[config.mk]
export PLATFORM = sky130hd
export DESIGN_NAME = insertion_sorter_flat
export DESIGN_NICKNAME = d
export VERILOG_FILES = /design/src/rtl/core/isort_pkg.sv /design/src/rtl/core/isort_if.sv /design/src/rtl/core/isort_cell.sv /design/src/rtl/core/insertion_sorter.sv /design/src/flat_wrapper.sv
export SDC_FILE = /design/constraint.sdc
export NUM_CORES = 2
export LEC_CHECK = 0
export BUFFER_PORTS_ARGS = -buffer_cell sky130_fd_sc_hd__buf_4
export CAP_MARGIN = 20
export CELL_PAD_IN_SITES_DETAIL_PLACEMENT = 1
export CELL_PAD_IN_SITES_GLOBAL_PLACEMENT = 1
export CORE_UTILIZATION = 55
export DETAILED_ROUTE_END_ITERATION = 8
export GPL_TIMING_DRIVEN = 0
export HOLD_SLACK_MARGIN = 0.02
export PLACE_DENSITY = 0.94
export SYNTH_ARGS = -nofsm -noshare
export SYNTH_HDL_FRONTEND = slang
export SYNTH_SLANG_ARGS = --single-unit
[constraint.sdc]
create_clock -name clock -period 9.54 [get_ports clock]
set_input_delay 1.431 -clock clock [delete_from_list [all_inputs] [get_ports clock]]
set_output_delay 1.431 -clock clock [all_outputs]
set_load 0.05 [all_outputs]
[src/rtl/core/isort_pkg.sv]
`timescale 1ns / 1ps

package isort_pkg;

   localparam int DATA_W        = 32;
   localparam int DEPTH_DEFAULT = 16;

   // Per-cycle command to every cell of the chain.
   typedef struct packed {
      logic insert;   // place the accepted word
      logic shift;    // move the list one cell toward the head
   } cell_ctl_type;

   // What a cell shows its neighbors.
   typedef struct packed {
      logic              valid;
      logic              gt;     // held word is greater than the incoming word
      logic [DATA_W-1:0] data;
   } link_type;

endpackage

[src/rtl/core/isort_if.sv]
`timescale 1ns / 1ps

interface isort_req_if;
   logic                               valid;
   logic                               ready;
   logic signed [isort_pkg::DATA_W-1:0] value;
   logic                               last;

   modport source (output valid, output value, output last, input ready);
   modport sink   (input valid, input value, input last, output ready);
endinterface

interface isort_rsp_if;
   logic                               valid;
   logic                               ready;
   logic signed [isort_pkg::DATA_W-1:0] sorted_value;
   logic                               end_of_set;
   logic                               overflow;

   modport source (output valid, output sorted_value, output end_of_set,
                   output overflow, input ready);
   modport sink   (input valid, input sorted_value, input end_of_set,
                   input overflow, output ready);
endinterface

[src/rtl/core/isort_cell.sv]
`timescale 1ns / 1ps

module isort_cell (
   input  logic                          clock,
   input  logic                          reset,
   input  isort_pkg::cell_ctl_type       ctl,
   input  logic [isort_pkg::DATA_W-1:0]  value,
   input  isort_pkg::link_type           left,
   input  isort_pkg::link_type           right,
   output isort_pkg::link_type           self_link
);

   logic                         valid_ff, valid_in;
   logic [isort_pkg::DATA_W-1:0] data_ff, data_in;
   logic                         gt;
   logic                         take;

   // strictly greater: equal words stay ahead of the new one
   assign gt   = valid_ff && ($signed(data_ff) > $signed(value));
   assign take = gt || (!valid_ff && left.valid);

   always_comb begin
      valid_in = valid_ff;
      data_in  = data_ff;
      if (ctl.shift) begin
         valid_in = right.valid;
         data_in  = right.data;
      end else if (ctl.insert && take) begin
         valid_in = 1'b1;
         // left neighbor moves over if it is also greater, else the new word lands here
         data_in  = left.gt ? left.data : value;
      end
   end

   always_ff @(posedge clock) begin
      if (reset) begin
         valid_ff <= 1'b0;
      end else begin
         valid_ff <= valid_in;
      end
   end

   always_ff @(posedge clock) begin
      data_ff <= data_in;
   end

   assign self_link.valid = valid_ff;
   assign self_link.gt    = gt;
   assign self_link.data  = data_ff;

endmodule

[src/rtl/core/insertion_sorter.sv]
`timescale 1ns / 1ps
// Fill: one word accepted per cycle; the compare-and-hold chain places it in that cycle.
// Drain: starts the cycle after the last word; one sorted word per cycle from the head cell
//   while the receiver is ready, with no input taken until the set has left.
// Overflow words (beyond DEPTH) are dropped as they arrive and do not stall the input.
// Reset (synchronous, active high) empties the chain and clears drain and overflow state.
module insertion_sorter #(
   parameter int DEPTH = isort_pkg::DEPTH_DEFAULT
) (
   input  logic        clock,
   input  logic        reset,
   isort_req_if.sink   req_chan,
   isort_rsp_if.source rsp_chan
);

   isort_pkg::link_type     lnk [DEPTH];
   isort_pkg::link_type     head_bound;
   isort_pkg::link_type     tail_bound;
   isort_pkg::cell_ctl_type ctl;

   logic drain_ff, drain_in;
   logic dropped_ff, dropped_in;
   logic full;
   logic req_acc;
   logic rsp_acc;
   logic rsp_end;

   // cell 0 always has room on its left; nothing arrives from beyond the tail
   assign head_bound.valid = 1'b1;
   assign head_bound.gt    = 1'b0;
   assign head_bound.data  = '0;
   assign tail_bound.valid = 1'b0;
   assign tail_bound.gt    = 1'b0;
   assign tail_bound.data  = '0;

   assign full    = lnk[DEPTH-1].valid;
   assign req_acc = req_chan.valid && req_chan.ready;
   assign rsp_end = !lnk[1].valid;
   assign rsp_acc = rsp_chan.valid && rsp_chan.ready;

   assign ctl.insert = req_acc && !full;
   assign ctl.shift  = rsp_acc;

   for (genvar i = 0; i < DEPTH; i++) begin : g_cell
      isort_cell u_cell (
         .clock     (clock),
         .reset     (reset),
         .ctl       (ctl),
         .value     (req_chan.value),
         .left      ((i == 0) ? head_bound : lnk[(i == 0) ? 0 : i-1]),
         .right     ((i == DEPTH-1) ? tail_bound : lnk[(i == DEPTH-1) ? i : i+1]),
         .self_link (lnk[i])
      );
   end

   always_comb begin
      drain_in   = drain_ff;
      dropped_in = dropped_ff;
      priority if (rsp_acc && rsp_end) begin
         drain_in   = 1'b0;
         dropped_in = 1'b0;
      end else if (req_acc) begin
         if (req_chan.last) begin
            drain_in = 1'b1;
         end
         if (full) begin
            dropped_in = 1'b1;
         end
      end
   end

   always_ff @(posedge clock) begin
      if (reset) begin
         drain_ff   <= 1'b0;
         dropped_ff <= 1'b0;
      end else begin
         drain_ff   <= drain_in;
         dropped_ff <= dropped_in;
      end
   end

   assign req_chan.ready        = !drain_ff;
   assign rsp_chan.valid        = drain_ff && lnk[0].valid;
   assign rsp_chan.sorted_value = $signed(lnk[0].data);
   assign rsp_chan.end_of_set   = rsp_end;
   assign rsp_chan.overflow     = dropped_ff;

endmodule

[src/flat_wrapper.sv]
// flat-port wrapper written by rule: the top's interface ports become plain ports
module insertion_sorter_flat 
#(
   parameter int DEPTH = isort_pkg::DEPTH_DEFAULT
)
  (clock, reset, req_chan_valid, req_chan_value, req_chan_last, req_chan_ready, rsp_chan_valid, rsp_chan_sorted_value, rsp_chan_end_of_set, rsp_chan_overflow, rsp_chan_ready);
  isort_req_if req_chan_i ();
  isort_rsp_if rsp_chan_i ();
  input  logic clock;
  input  logic reset;
  input wire logic [$bits(req_chan_i.valid)-1:0] req_chan_valid;
  input wire logic [$bits(req_chan_i.value)-1:0] req_chan_value;
  input wire logic [$bits(req_chan_i.last)-1:0] req_chan_last;
  output wire logic [$bits(req_chan_i.ready)-1:0] req_chan_ready;
  output wire logic [$bits(rsp_chan_i.valid)-1:0] rsp_chan_valid;
  output wire logic [$bits(rsp_chan_i.sorted_value)-1:0] rsp_chan_sorted_value;
  output wire logic [$bits(rsp_chan_i.end_of_set)-1:0] rsp_chan_end_of_set;
  output wire logic [$bits(rsp_chan_i.overflow)-1:0] rsp_chan_overflow;
  input wire logic [$bits(rsp_chan_i.ready)-1:0] rsp_chan_ready;
  assign req_chan_i.valid = req_chan_valid;
  assign req_chan_i.value = req_chan_value;
  assign req_chan_i.last = req_chan_last;
  assign req_chan_ready = req_chan_i.ready;
  assign rsp_chan_valid = rsp_chan_i.valid;
  assign rsp_chan_sorted_value = rsp_chan_i.sorted_value;
  assign rsp_chan_end_of_set = rsp_chan_i.end_of_set;
  assign rsp_chan_overflow = rsp_chan_i.overflow;
  assign rsp_chan_i.ready = rsp_chan_ready;
  insertion_sorter #(.DEPTH(DEPTH)) u_core (.clock(clock), .reset(reset), .req_chan(req_chan_i), .rsp_chan(rsp_chan_i));
endmodule
==> out/metrics.yaml <==
layout:
  drive_gt1_share_pct: 8.37
  finalNetCount: 4314
  syn_to_final_growth_pct: 11.3
synthesis:
  syn-cell-area_um2: 37600
  synth_common_cells: "nand2_1 (512), edfxtp_1 (480), ha_1 (480)"
  synth_top_family_by_area: "adder cells"
  synth.distinct_cells: 63
  synth.top_cell.area_share_pct: 38.3
  synthTopCellsByArea: "edfxtp_1 (38%), ha_1 (16%), mux2i_1 (13%)"
  synth_edf_count: 480
  synthAdderAreaFrac_pct: 16.0
  synth.most_common_cell: "nand2_1"
  syn_inst: 3644
  synth_compound_area_share_pct: 15.1
  seq_area_frac_synth_pct: 40.9
  synthXorXnorAreaFrac_pct: 0
  ys_warn_count: 0
  synthMuxAreaShare_pct: 12.7
  avgSynthCellArea_um2: 10.3
  synthArstFlopShare_pct: 0
  synth-simple-area-share_pct: 10.8
  synthFlopType: "edfxtp_1"
  synth_largest_area_cell: "edfxtp_1"
  synth_seq_cells: 530
  synth_nets: 4161
routing:
  num_vias: 34143
  wl_per_cell_um: 31.8
  antenna_left: 0
  drt_first_pass_iters: 8
  vias_per_cell: 7.23
  wl_um: 150000
  remaining_drc_errors: 0
  first_iter_violations: 4021
cts:
  htree_levels: 2
  cts-root-buf: "clkbuf_16"
  hold_buffers: 0
  cts_tree: "built"
  postCtsResizedCells: 0
  clock_path_buffers: 3
  cts_buffers: 61
  postCtsSetupBuffers: 0
  clk_pin_slew_ns: 0.06
  numClockSinks: 530
  clock_latency_ns: 0.68
floorplan:
  fp.dieH_um: 264
  num_rows: 95
  fp.dieW_um: 264
  dieArea_um2: 69500
  core_area_um2: 67400
  start_util_pct: 55.9
  pin_count: 73
global_routing:
  grt_pass1_vias: 36800
  grt_pass1_wl_um: 224000
  grt-ovfl-total: 0
  grt_max_degree: 21
  grt_usage_pct: 42.6
  antenna_found_initial: 7
timing:
  fin_crit_ns: 6.31
  rsz0062_at_grt: "false"
  drv_slew: 0
  finalHoldViolations: 0
  slew_headroom_pct: 15.4
  setup_tns_ns: 0
  clock_skew_ns: 0.0249
  fmax_ghz: 0.158
  setup_violations: 0
  period_share_pct: 66.2
  tightest_slew_ns: 1.27
placed_design:
  port_buffers: 71
  place_congestion: 0.981
  dp_hpwl_um: 110000
pwr:
  ir_worst_vdd_mv: 0.138
  p_per_area_nw_per_um2: 156
  power_mw: 6.52
  power_leakage_nw: 18.3
flow_run:
  maxCapViolations: 0
setup_path:
  critPathRequiredTime_ns: 9.93
  path_class: "input port to flip-flop"
  critPathMaxFanout: 17
  crit_path_end_kind: "flip-flop"
  start_kind: "input port"
  crit_arrival_ns: 6.70
worst_hold_path:
  hp-class: "flip-flop to flip-flop"
outcome:
  status: "completed"
-- state kept, by name (all words and copies together) (netlist names) --
register	flops
u_core.drain_ff	1
u_core.g_cell.u_cell.data_ff	512
u_core.g_cell.u_cell.valid_ff	16
u_core.rsp_chan.overflow	1
-- final timing paths --
| kind | startpoint | to | slack [ns] | depth (start not counted) |
|---|---|---|---|---|
| worst max register to register | u_core.g_cell[3].u_cell.data_ff[17] | u_core.g_cell[3].u_cell.data_ff[22] | 4.96 | 11 |
| worst max-delay path | req_chan_value[31] | u_core.g_cell[3].u_cell.data_ff[22] | 3.23 | 12 |
| worst min register to register | u_core.drain_ff | u_core.drain_ff | 0.54 | 2 |
| worst min-delay path | u_core.drain_ff | u_core.drain_ff | 0.54 | 2 |
-- critical path, stage by stage --
cell	delay [ns]
buf_4	0.17
clkbuf_1	0.73
inv_1	0.66
ha_1	0.60
nand4_1	0.16
nor3_1	0.59
o21ai_0	0.24
a31oi_2	0.68
buf_2	0.46
a21oi_1	0.13
o21ai_4	0.60
buf_16	0.23
-- placed cells by master (no fill, tap or decap), types with 7 or more instances in the layout --
cell	synthesis	routed
nand2_1	512	512
ha_1	480	480
edfxtp_1	480	480
mux2i_1	478	478
o21ai_0	338	324
a21oi_1	276	276
o21ai_1	180	180
clkbuf_1	115	126
buf_4	24	95
nor2_1	84	84
inv_1	83	83
nand4_1	81	81
clkbuf_16	0	61
a211oi_1	50	50
dfxtp_1	50	50
a21o_1	48	48
nand3_1	47	47
buf_6	42	42
and4_1	35	35
nor2b_1	22	22
a221oi_1	19	19
clkinv_2	0	19
a31oi_1	18	18
nor4_1	15	15
buf_16	0	15
o21ai_4	0	14
o31ai_1	13	13
o211ai_1	12	12
nor3_1	12	12
a21boi_0	12	12
nand2b_1	9	9
clkinv_1	0	9
clkbuf_8	3	8
bufinv_16	0	8
or4_1	7	7
-- where the power goes --
group	total [mW]	internal (mW)	switching [mW]
clock network	2.49	1.42	1.07
registers	2.85	2.72	0.127
logic	1.18	0.419	0.763
total	6.52	4.56	1.96
-- cell families after synthesis --
| family | count (synthesis) |
|---|---|
| and+or+nand+nor | 859 |
| muxes | 479 |
| adders and majority gates | 480 |
| AOI/OAI and AO/OA | 1008 |
| buffers and inverters | 288 |
| DFF | 530 |
-- layer usage --
layer	vias up	track usage [%]	share of wire [%]
li1	14138	-	-
met2	2469	68.4	46
met1	16701	48.9	36
met5	-	0	0.014
met3	831	10.5	9.5
met4	4	32.9	8.6
-- cell type report --
cell class                 count  area [um^2]
sequential                   530        15400
inverter                      83          312
clock buffer                  77         1640
antenna                        4         10.0
clock inverter                36          369
tap                          873         1090
fill                        7208        25500
multi-input combinational   2826        20700
timing repair buffer          90          996
buffer                       205         1380
-- stage by stage --
step | cells | setup slack (ns) | hold WS (ns) | utilization (%) | area (um^2)
after floorplan | 3644 | 3.08 | 0.465 | - | 37600
after global placement | 4588 | 0.523 | 0.456 | 58.3 | 39300
after detailed placement | 4606 | 2.97 | 0.510 | 59.2 | 39900
after CTS | 4719 | 3.52 | 0.526 | 62.2 | 41900
after global routing | 4723 | 3.29 | 0.555 | 62.2 | 41900
final | 4724 | 3.23 | 0.540 | 62.2 | 41900
(Power assumes the default switching activity.)
